<file path="src/hw/rtl/ofa_pkg.sv">
package ofa_pkg;

   localparam logic OP_FRAME = 1'b0;
   localparam logic OP_QUERY = 1'b1;

   typedef enum logic [1:0] {
      STATUS_QUERY  = 2'd0,
      STATUS_ACCEPT = 2'd1,
      STATUS_REJECT = 2'd2
   } status_type;

   typedef enum logic [1:0] {
      CSR_OVERRIDE_ENABLE = 2'd0,
      CSR_TIMEOUT_MS      = 2'd1,
      CSR_EXPECTED_LENGTH = 2'd2
   } csr_index_type;

   localparam int CSR_INDEX_W = 2;
   localparam int CSR_DATA_W  = 16;

   localparam logic        RESET_OVERRIDE_ENABLE = 1'b1;
   localparam logic [15:0] RESET_TIMEOUT_MS      = 16'd500;
   localparam logic [3:0]  RESET_EXPECTED_LENGTH = 4'd5;

   localparam logic [7:0]         FLAG_RSVD_MASK = 8'hFE;
   localparam logic [7:0]         THR_MAX        = 8'd100;
   localparam logic signed [15:0] STEER_MIN      = -16'sd300;
   localparam logic signed [15:0] STEER_MAX      = 16'sd300;
   localparam logic [7:0]         SEQ_DELTA_MAX  = 8'd127;

   typedef struct packed {
      logic        override_enable;
      logic [15:0] timeout_ms;
      logic [3:0]  expected_length;
   } cfg_type;

   typedef struct packed {
      logic               opcode;
      logic [31:0]        now_ms;
      logic [3:0]         frame_length;
      logic [7:0]         flags_byte;
      logic [7:0]         throttle_byte;
      logic [7:0]         steer_low;
      logic [7:0]         steer_high;
      logic [7:0]         sequence_byte;
      logic [9:0]         local_throttle;
      logic signed [15:0] local_steer;
   } item_type;

   typedef struct packed {
      logic [31:0]       rx_time;
      logic [31:0]       accept_count;
      logic [31:0]       reject_count;
      logic [6:0]        held_throttle;
      logic signed [9:0] held_steer;
      logic              held_flag;
      logic [7:0]        held_sequence;
      logic              sequence_known;
   } state_type;

   typedef struct packed {
      status_type         frame_status;
      logic               remote_active;
      logic [9:0]         throttle_out;
      logic signed [15:0] steer_out;
      logic [31:0]        accepted_count;
      logic [31:0]        rejected_count;
      logic [31:0]        last_rx_time;
      logic [7:0]         last_sequence;
      logic               last_flag;
   } result_type;

endpackage

</file>
<file path="src/hw/rtl/ofa_csr.sv">
module ofa_csr (
   input  logic                                clock,
   input  logic                                reset,
   input  logic                                csr_valid,
   output logic                                csr_ready,
   input  logic [ofa_pkg::CSR_INDEX_W-1:0]     csr_index,
   input  logic [ofa_pkg::CSR_DATA_W-1:0]      csr_wdata,
   output ofa_pkg::cfg_type                    cfg
);
   import ofa_pkg::*;

   cfg_type cfg_ff;

   assign csr_ready = 1'b1;
   assign cfg       = cfg_ff;

   always_ff @(posedge clock) begin
      if (reset) begin
         cfg_ff.override_enable <= RESET_OVERRIDE_ENABLE;
         cfg_ff.timeout_ms      <= RESET_TIMEOUT_MS;
         cfg_ff.expected_length <= RESET_EXPECTED_LENGTH;
      end else if (csr_valid && csr_ready) begin
         unique case (csr_index_type'(csr_index))
            CSR_OVERRIDE_ENABLE: cfg_ff.override_enable <= csr_wdata[0];
            CSR_TIMEOUT_MS:      cfg_ff.timeout_ms      <= csr_wdata[15:0];
            CSR_EXPECTED_LENGTH: cfg_ff.expected_length <= csr_wdata[3:0];
            default: ;
         endcase
      end
   end

endmodule

</file>
<file path="src/hw/rtl/ofa_eval.sv">
module ofa_eval (
   input  ofa_pkg::cfg_type    cfg,
   input  ofa_pkg::state_type  st,
   input  ofa_pkg::item_type   item,
   output ofa_pkg::state_type  st_next,
   output ofa_pkg::result_type res
);
   import ofa_pkg::*;

   logic signed [15:0] steer_raw;
   logic [7:0]         seq_delta;
   logic               seq_bad;
   logic               frame_ok;
   logic [31:0]        elapsed;
   logic               active;
   logic [9:0]         thr_scaled;

   always_comb begin
      steer_raw = signed'({item.steer_high, item.steer_low});
      seq_delta = item.sequence_byte - st.held_sequence;
      seq_bad   = item.flags_byte[0] && st.sequence_known &&
                  (seq_delta == 8'd0 || seq_delta > SEQ_DELTA_MAX);
      frame_ok  = cfg.override_enable &&
                  (item.frame_length == cfg.expected_length) &&
                  ((item.flags_byte & FLAG_RSVD_MASK) == 8'd0) &&
                  (item.throttle_byte <= THR_MAX) &&
                  (steer_raw >= STEER_MIN) && (steer_raw <= STEER_MAX) &&
                  !seq_bad;

      st_next          = st;
      res.frame_status = STATUS_QUERY;
      if (item.opcode == OP_FRAME) begin
         if (frame_ok) begin
            st_next.held_flag      = item.flags_byte[0];
            st_next.held_throttle  = item.throttle_byte[6:0];
            st_next.held_steer     = steer_raw[9:0];
            st_next.held_sequence  = item.sequence_byte;
            st_next.sequence_known = 1'b1;
            st_next.rx_time        = item.now_ms;
            st_next.accept_count   = st.accept_count + 32'd1;
            res.frame_status       = STATUS_ACCEPT;
         end else begin
            st_next.reject_count = st.reject_count + 32'd1;
            res.frame_status     = STATUS_REJECT;
         end
      end

      elapsed    = item.now_ms - st_next.rx_time;
      active     = cfg.override_enable && st_next.sequence_known && st_next.held_flag &&
                   (elapsed < {16'd0, cfg.timeout_ms});
      // x10 as x8 + x2
      thr_scaled = {st_next.held_throttle, 3'b000} + {2'b00, st_next.held_throttle, 1'b0};

      res.remote_active   = active;
      res.throttle_out    = active ? thr_scaled : item.local_throttle;
      res.steer_out       = active ? {{6{st_next.held_steer[9]}}, st_next.held_steer}
                                   : item.local_steer;
      res.accepted_count  = st_next.accept_count;
      res.rejected_count  = st_next.reject_count;
      res.last_rx_time    = st_next.rx_time;
      res.last_sequence   = st_next.held_sequence;
      res.last_flag       = st_next.held_flag;
   end

endmodule

</file>
<file path="src/hw/rtl/override_frame_arbiter_core.sv">
// Override frame arbiter: each transaction is a remote override frame or a query with a
// millisecond timestamp; frames are validated (override enabled, length, reserved flags,
// throttle, steering range, sequence advance) and latched when good, and every transaction
// returns one result that selects remote or local throttle/steering and reports the
// counters after that transaction. Throughput is one transaction per cycle while the
// result side does not stall. The result is registered: a transaction is captured in the
// input register, then validated and the state updated into the result register. The
// latched frame state is updated as each transaction is evaluated, so the next transaction
// sees it. csr_ready is always high; write configuration only while no transaction is in
// flight.
module override_frame_arbiter_core (
   input  logic                             clock,
   input  logic                             reset,

   input  logic                             req_valid,
   output logic                             req_stall,
   input  logic                             req_opcode,
   input  logic [31:0]                      req_now_ms,
   input  logic [3:0]                       req_frame_length,
   input  logic [7:0]                       req_flags_byte,
   input  logic [7:0]                       req_throttle_byte,
   input  logic [7:0]                       req_steer_low,
   input  logic [7:0]                       req_steer_high,
   input  logic [7:0]                       req_sequence_byte,
   input  logic [9:0]                       req_local_throttle,
   input  logic signed [15:0]               req_local_steer,

   output logic                             rsp_valid,
   input  logic                             rsp_stall,
   output logic [1:0]                       rsp_frame_status,
   output logic                             rsp_remote_active,
   output logic [9:0]                       rsp_throttle_out,
   output logic signed [15:0]               rsp_steer_out,
   output logic [31:0]                      rsp_accepted_count,
   output logic [31:0]                      rsp_rejected_count,
   output logic [31:0]                      rsp_last_rx_time,
   output logic [7:0]                       rsp_last_sequence,
   output logic                             rsp_last_flag,

   input  logic                             csr_valid,
   output logic                             csr_ready,
   input  logic [ofa_pkg::CSR_INDEX_W-1:0]  csr_index,
   input  logic [ofa_pkg::CSR_DATA_W-1:0]   csr_wdata
);
   import ofa_pkg::*;

   cfg_type    cfg;
   item_type   in_ff;
   logic       in_valid_ff;
   state_type  st_ff;
   state_type  st_in;
   result_type res_in;
   result_type rsp_ff;
   logic       rsp_valid_ff;

   logic out_free;
   logic eval;
   logic in_free;
   logic req_take;

   ofa_csr u_csr (
      .clock     (clock),
      .reset     (reset),
      .csr_valid (csr_valid),
      .csr_ready (csr_ready),
      .csr_index (csr_index),
      .csr_wdata (csr_wdata),
      .cfg       (cfg)
   );

   ofa_eval u_eval (
      .cfg     (cfg),
      .st      (st_ff),
      .item    (in_ff),
      .st_next (st_in),
      .res     (res_in)
   );

   assign out_free  = !rsp_valid_ff || !rsp_stall;
   assign eval      = in_valid_ff && out_free;
   assign in_free   = !in_valid_ff || eval;
   assign req_stall = !in_free;
   assign req_take  = req_valid && in_free;

   always_ff @(posedge clock) begin
      if (reset) begin
         in_valid_ff  <= 1'b0;
         rsp_valid_ff <= 1'b0;
         st_ff        <= '0;
      end else begin
         if (in_free) begin
            in_valid_ff <= req_valid;
         end
         if (out_free) begin
            rsp_valid_ff <= in_valid_ff;
         end
         if (eval) begin
            st_ff <= st_in;
         end
      end
   end

   always_ff @(posedge clock) begin
      if (req_take) begin
         in_ff.opcode         <= req_opcode;
         in_ff.now_ms         <= req_now_ms;
         in_ff.frame_length   <= req_frame_length;
         in_ff.flags_byte     <= req_flags_byte;
         in_ff.throttle_byte  <= req_throttle_byte;
         in_ff.steer_low      <= req_steer_low;
         in_ff.steer_high     <= req_steer_high;
         in_ff.sequence_byte  <= req_sequence_byte;
         in_ff.local_throttle <= req_local_throttle;
         in_ff.local_steer    <= req_local_steer;
      end
      if (eval) begin
         rsp_ff <= res_in;
      end
   end

   assign rsp_valid           = rsp_valid_ff;
   assign rsp_frame_status    = rsp_ff.frame_status;
   assign rsp_remote_active   = rsp_ff.remote_active;
   assign rsp_throttle_out    = rsp_ff.throttle_out;
   assign rsp_steer_out       = rsp_ff.steer_out;
   assign rsp_accepted_count  = rsp_ff.accepted_count;
   assign rsp_rejected_count  = rsp_ff.rejected_count;
   assign rsp_last_rx_time    = rsp_ff.last_rx_time;
   assign rsp_last_sequence   = rsp_ff.last_sequence;
   assign rsp_last_flag       = rsp_ff.last_flag;

   // a frame bumps exactly one of the two counters
   a_frame_counts: assert property (@(posedge clock) disable iff (reset)
      eval && in_ff.opcode == OP_FRAME |=>
         32'(st_ff.accept_count + st_ff.reject_count) ==
         32'($past(st_ff.accept_count + st_ff.reject_count) + 32'd1))
      else $error("frame did not bump exactly one counter");

   a_query_no_change: assert property (@(posedge clock) disable iff (reset)
      eval && in_ff.opcode == OP_QUERY |=> $stable(st_ff))
      else $error("query changed latched state");

   a_active_needs_flag: assert property (@(posedge clock) disable iff (reset)
      rsp_valid_ff && rsp_ff.remote_active |-> rsp_ff.last_flag && cfg.override_enable)
      else $error("override active without latched flag");

   a_accept_latches: assert property (@(posedge clock) disable iff (reset)
      eval && res_in.frame_status == STATUS_ACCEPT |=>
         st_ff.sequence_known && st_ff.rx_time == $past(in_ff.now_ms))
      else $error("accepted frame not latched");

endmodule

</file>
<file path="config.mk">
export PLATFORM = sky130hd
export DESIGN_NAME = override_frame_arbiter_core
export DESIGN_NICKNAME = d
export VERILOG_FILES = /design/src/hw/rtl/ofa_pkg.sv /design/src/hw/rtl/ofa_csr.sv /design/src/hw/rtl/ofa_eval.sv /design/src/hw/rtl/override_frame_arbiter_core.sv
export SDC_FILE = /design/constraint.sdc
export NUM_CORES = 1
export LEC_CHECK = 0
export BUFFER_PORTS_ARGS = -buffer_cell sky130_fd_sc_hd__buf_2
export CAP_MARGIN = 20
export CORE_MARGIN = 5
export CORE_UTILIZATION = 30
export CTS_CLUSTER_SIZE = 8
export DETAILED_ROUTE_END_ITERATION = 6
export GPL_ROUTABILITY_DRIVEN = 0
export SYNTH_ARGS = -nofsm -noshare
export SYNTH_HDL_FRONTEND = slang
export SYNTH_SLANG_ARGS = --single-unit
</file>
<file path="constraint.sdc">
create_clock -name clock -period 9.87 [get_ports clock]
set_input_delay 1.974 -clock clock [delete_from_list [all_inputs] [get_ports clock]]
set_output_delay 1.974 -clock clock [all_outputs]
set_load 0.1 [all_outputs]
</file>
# --- Word-level counts from Yosys, hierarchy flattened ---
# Index checks and enable logic that the tools add are counted.
totals:
  ram_bits: 0
  out_inout_bits: 137
  mem_bits_ro: 0
  register_bits: 383
  mem_count: 0
  wordCells: 79
  input_bits: 126
  latchBits: 0
classes:
  div: 0
  muxes: 7
  n_addsub: 5
  mul: 0
  shifts: 0
  n_eq_ne: 3
  n_bitwise: 0
  n_lt_le_gt_ge: 5
  n_reduce_logical: 27
op_table:
  columns: ["operator", "count"]
  rows:
  - ["123-bit 2-to-1 mux", 1]
  - ["32-bit by 1-bit adder with 32-bit output, second input constant", 2]
  - ["64-bit 2-to-1 mux", 1]
  - ["32-bit by 16-bit less-than comparator with 1-bit output", 1]
  - ["32-bit 2-to-1 mux", 1]
  - ["32-bit subtractor", 1]
  - ["27-bit 2-to-1 mux", 1]
  - ["16-bit by 10-bit >= comparator with 1-bit output, second input constant", 1]
  - ["16-bit by 10-bit <= comparator with 1-bit output, second input constant", 1]
  - ["8-bit logical NOT", 2]
  - ["16-bit 2-to-1 mux", 1]
  - ["1-bit logical AND", 13]
  - ["10-bit by 8-bit adder with 10-bit output", 1]
  - ["10-bit 2-to-1 mux", 1]
  - ["8-bit by 7-bit greater-than comparator with 1-bit output, second input constant", 1]
  - ["8-bit by 7-bit <= comparator with 1-bit output, second input constant", 1]
  - ["8-bit subtractor", 1]
  - ["2-bit AND reduction", 3]
  - ["1-bit logical NOT", 5]
  - ["4-bit == test", 1]
  - ["1-bit logical OR", 3]
  - ["2-bit by 1-bit == test with 1-bit output, second input constant", 1]
  - ["2-bit == test, second input constant", 1]
  - ["2-bit logical NOT", 1]
  - ["2-bit 2-to-1 mux", 1]

# --- Logic depth before layout (Yosys ltp) ---
depth:
  depth_word: 13
  depth_mapped: 37
  ltp_nobuf: 33

# --- By module ---
# Synthesis repeated with hierarchy kept, for this count alone.
hier_totals:
  cells_unflattened: 1892
  area_unflattened_um2: 20307.0
by_module_without_submodules:
  columns: ["mod", "cells_each", "instances", "area_each_um2", "seq_area_each_um2"]
  rows:
  - ["override_frame_arbiter_core", 780, 1, 12695.9, 9619.2]
  - ["ofa_eval", 1021, 1, 6706.4, 0.0]
  - ["ofa_csr", 91, 1, 904.6, 420.4]

# --- Worst setup path after synthesis ---
# Ideal clock, no wire load.
synth_path:
  kind: "register -> register"
  startpoint: "reg in_ff[26] in the netlist's numbering"
  endpoint: "reg rsp_ff, in the netlist rsp_steer_out[7], data pin"
  synth_period_minus_slack_ns: 7.983
  path_buffers: 4
  setup_ns: 0.262
  required_time_ns: 9.608
  arrival_ns: 7.721
  slack_ns: 1.887
  path_stages_with_launch: 37
  cell_sequence: "edfxtp_1 -> inv_1 -> ha_1 -> inv_1 -> fa_1 -> a211oi_1 -> nor2_1 -> a41oi_1 -> nand4b_1 -> o21ai_0 -> clkbuf_1 -> buf_1 -> nand2_1 -> and2_1 -> ha_1 -> nor2b_1 -> o31a_1 -> o41a_1 -> clkbuf_1 -> and3_1 -> o211ai_1 -> o21ai_0 -> nor2_1 -> xnor2_1 -> ha_1 -> and3_1 -> a2111o_1 -> a211oi_1 -> o2111ai_1 -> a221o_1 -> a311oi_1 -> o21ai_0 -> nor4_1 -> nand4_1 -> nor4_4 -> buf_6 -> mux2_1"
synth_lines:
  columns: ["element", "line_no", "text"]
  rows:
  - ["start, declared", "override_frame_arbiter_core.sv:48", "item_type in_ff;"]
  - ["end signal, assigned", "override_frame_arbiter_core.sv:117", "rsp_ff <= res_in;"]
  - ["end, declared", "override_frame_arbiter_core.sv:53", "result_type rsp_ff;"]

==> reports/results.tsv <==
stage	metric	value	unit
timing	setup_viol	0	
routing	routed_wl	51.4	mm
hold_path	min_path_cells	2	
yosys	synth_seq_area_share	54.4	%
clock_network	root_buffer	clkbuf_16	
routing	drc	0	
critical_path	crit_type	reg2reg	
power_and_ir_drop	ir_drop	0.000131	V
yosys	ys_seq_elements	383	
routing	vias	14317	
floorplan	die_h	258	µm
critical_path	cp_max_fo	26	
run_status	status	complete, no violations	
floorplan	die_w	258	µm
timing	fmax	111	MHz
yosys	synth_cell_types	73	
timing	maxSlewViolCount	0	
floorplan	row_count	91	
routing	routedWlPerCell	17.6	µm
timing	maxSlewHeadroom	37.2	%
critical_path	crit_arrival	9.38	ns
hold_path	min_from	st_ff[11]$_SDFFE_PP0P_	
routing	drtPass1Iterations	6	
clock_network	cts_made_buffers	54	
layout	fill_cells	6112	
yosys	synth_ff_type	edfxtp_1	
global_route	grt_max_degree	77	
timing	skew	0.0324	ns
timing	rsz0062_at_grt	false	
layout	area_growth	20.1	%
routing	ant_nets	0	
yosys	yosys-top-cells-area	edfxtp_1 39%, dfxtp_1 16%, nand2_1 7.5%	
routing	via_per_inst	4.88	
timing	post-route-period-util	91.5	%
layout	finalNetCount	2282	
hold_path	hold_end	st_ff[11]$_SDFFE_PP0P_	
placed_design	dp_hpwl	36.6	mm
yosys	synth-edff-count	237	
clock_network	cts_resized	0	
yosys	ys_warn_count	0	
global_route	antenna_found_initial	5	
global_route	grt_pass1_wl	79.3	mm
yosys	netlist_area	18400	µm²
clock_network	htreeDepth	2	
critical_path	rrSetupSlack	0.84	ns
power_and_ir_drop	total_power	0.00392	W
yosys	synthArstFlopShare	0	%
clock_network	clkSinkCount	383	
yosys	synthesis.nets	2023	
global_route	grt_pass1_vias	14186	
yosys	syn_area_per_cell	10.0	µm²
clock_network	clock_latency	0.61	ns
power_and_ir_drop	power.density	177	nW/µm²
power_and_ir_drop	leakagePower	8.56	nW
clock_network	postCtsSetupBuffers	0	
global_route	overflow	0	
layout	multiInputGateArea	7810	µm²
timing	worst_pin_slew	0.942	ns
timing	finalSetupTns	0	ns
flow_run	maxCapViolCount	0	
floorplan	start_util	30.1	%
timing	finalCriticalPeriod	9.03	ns
yosys	post-synth-top-area-cell	edfxtp_1	
hold_path	hold_class	reg2reg	
layout	layout-drive-gt1-share	16.9	%
placed_design	port_buffers	261	
floorplan	io_pins	263	
critical_path	reg2reg_to	rsp_steer_out[6]$_DFFE_PP_	
critical_path	timing.rr.start	in_ff[28]$_DFFE_PP_	
timing	hold_viol_final	0	
floorplan	die_area	66500	µm²
critical_path	r2r_cells	31	
clock_network	clk_pin_slew	0.05	ns
critical_path	crit_path_start_kind	flip-flop	
clock_network	holdBufCountCts	0	
critical_path	max_stage_delay	0.65	ns
critical_path	critPathCaptureType	flip-flop	
clock_network	cts_tree	done	
routing	drtIter0Drc	855	
global_route	gr-usage-all-layers	14.9	%
clock_network	cts_buffer_depth	3	
layout	seq_area	10000	µm²
floorplan	coreArea	61300	µm²
critical_path	path_common_cell	o21ai_0	
critical_path	required	10.22	ns
yosys	post-synth-top-area-fraction	38.6	%
critical_path	crit_path_top_delay_cell	or4b_2	
yosys	netlist_instances	1836	
## area by class of cell
cell class / instances / area share (%)
diodes: 5 / 0.0565
clock buffers: 92 / 6.74
clock inverters: 5 / 0.305
inverters: 88 / 1.51
multi-input cells: 1293 / 35.2
flip-flops and latches: 383 / 45.3
well taps: 790 / 4.46
repair buffers: 275 / 6.38
## synth_stat cells, types with 4 or more instances
cell and n:
a21o_1 17, mux2_1 9, o211ai_1 13, o21a_1 12, or3_1 11, and4b_1 4
a211oi_1 11, nand4_1 23, mux2_2 13, inv_1 88, mux2i_1 22, ha_1 58
nand2_1 368, clkbuf_1 60, xnor2_1 78, dfxtp_1 146, a21oi_1 122, o21ai_0 54
o21bai_1 9, and3_1 25, edfxtp_1 237, and2_1 33, nor4_1 10, xor2_1 66
nor2_1 146, o2111ai_1 5, nor3_1 31, buf_1 6, a31oi_1 6, o211a_1 5
and4_1 4, nor2b_1 17, nand2b_1 10, a211o_1 13, or4_1 5, nand3_1 38
## cells in the final DEF, fill, tap and decap left out, types with 10 or more instances in the layout
cell type	Yosys	final
or3_1	11	11
a21o_1	17	17
a211o_1	13	13
a21oi_1	122	122
buf_2	2	260
nand2b_1	10	10
and2_1	33	33
clkbuf_16	0	54
nor2b_1	17	16
a211oi_1	11	11
o211ai_1	13	13
xor2_1	66	66
xnor2_1	78	78
nor2_1	146	145
nor3_1	31	31
clkbuf_1	60	38
mux2i_1	22	22
nand2_1	368	367
nor4_1	10	10
o21a_1	12	11
ha_1	58	58
nand4_1	23	23
edfxtp_1	237	237
buf_4	1	15
inv_1	88	87
and3_1	25	25
mux2_2	13	13
nand3_1	38	38
o21ai_0	54	53
dfxtp_1	146	146
## layer usage
| metal | vias up | wire, µm | global-route usage [%] |
|---|---|---|---|
| met5 | - | 12 | 0 |
| met2 | 434 | 23700 | 24.6 |
| met1 | 6863 | 22700 | 19.5 |
| met3 | 98 | 3870 | 4.02 |
| li1 | 6920 | - | - |
| met4 | 2 | 1200 | 4.03 |
## sequential cells by signal (all words and copies together) (netlist names)
signal	flops
rsp_steer_out	16
rsp_remote_active	1
rsp_valid	1
rsp_rejected_count	32
rsp_frame_status	2
u_csr.cfg	21
rsp_throttle_out	10
in_ff	103
rsp_last_rx_time	32
rsp_accepted_count	32
rsp_last_flag	1
st_ff	123
in_valid_ff	1
rsp_last_sequence	8
## kinds of logic after synthesis
kind of cell    synth area share [%]
simple gates                    18.2
fa+ha+maj                       4.37
mux                             2.54
flops                           54.4
compound gates                  10.2
xor+xnor                        6.84
buf+inv                         3.41
other cells                   0.0203
## power breakdown
group | total, W | internal, W | switching, W
combinational | 0.000405 | 0.0000945 | 0.000310
clock | 0.00173 | 0.00102 | 0.000708
sequential | 0.00178 | 0.00176 | 0.0000272
total | 0.00392 | 0.00287 | 0.00104
## worst max-delay path, delay by kind of cell (launching register included)
family	cells	cell delay, ns
simple gates	9	2.46
flops	1	0.41
compound gates	15	3.79
buf+inv	1	0.42
xor+xnor	1	0.14
fa+ha+maj	4	1.10
mux	1	0.39
## through the flow
step	utilization [%]	cell area (µm²)	hold slack, ns	instances	worst slack [ns]
final	36.2	22200	0.449	2931	0.838
after global placement	33.6	20600	0.438	2829	1.21
after floorplan	-	18400	0.431	1836	1.89
after detailed placement	33.6	20600	0.444	2829	0.918
after CTS	36.2	22100	0.452	2926	0.874
after global routing	36.2	22100	0.464	2926	0.115
## worst max path at each step
stage	startpoint	slack [ns]	to	cells past startpoint
after floorplan	in_ff[26]$_DFFE_PP_	1.89	rsp_steer_out[7]$_DFFE_PP_	36
after global placement	in_ff[26]$_DFFE_PP_	1.21	rsp_steer_out[2]$_DFFE_PP_	34
after detailed placement	in_ff[26]$_DFFE_PP_	0.92	rsp_steer_out[3]$_DFFE_PP_	34
after CTS	in_ff[26]$_DFFE_PP_	0.87	rsp_steer_out[0]$_DFFE_PP_	34
after global routing	in_ff[26]$_DFFE_PP_	0.11	rsp_steer_out[0]$_DFFE_PP_	34
final	in_ff[28]$_DFFE_PP_	0.84	rsp_steer_out[6]$_DFFE_PP_	31
Note: power is estimated with default switching activity, not from simulation.
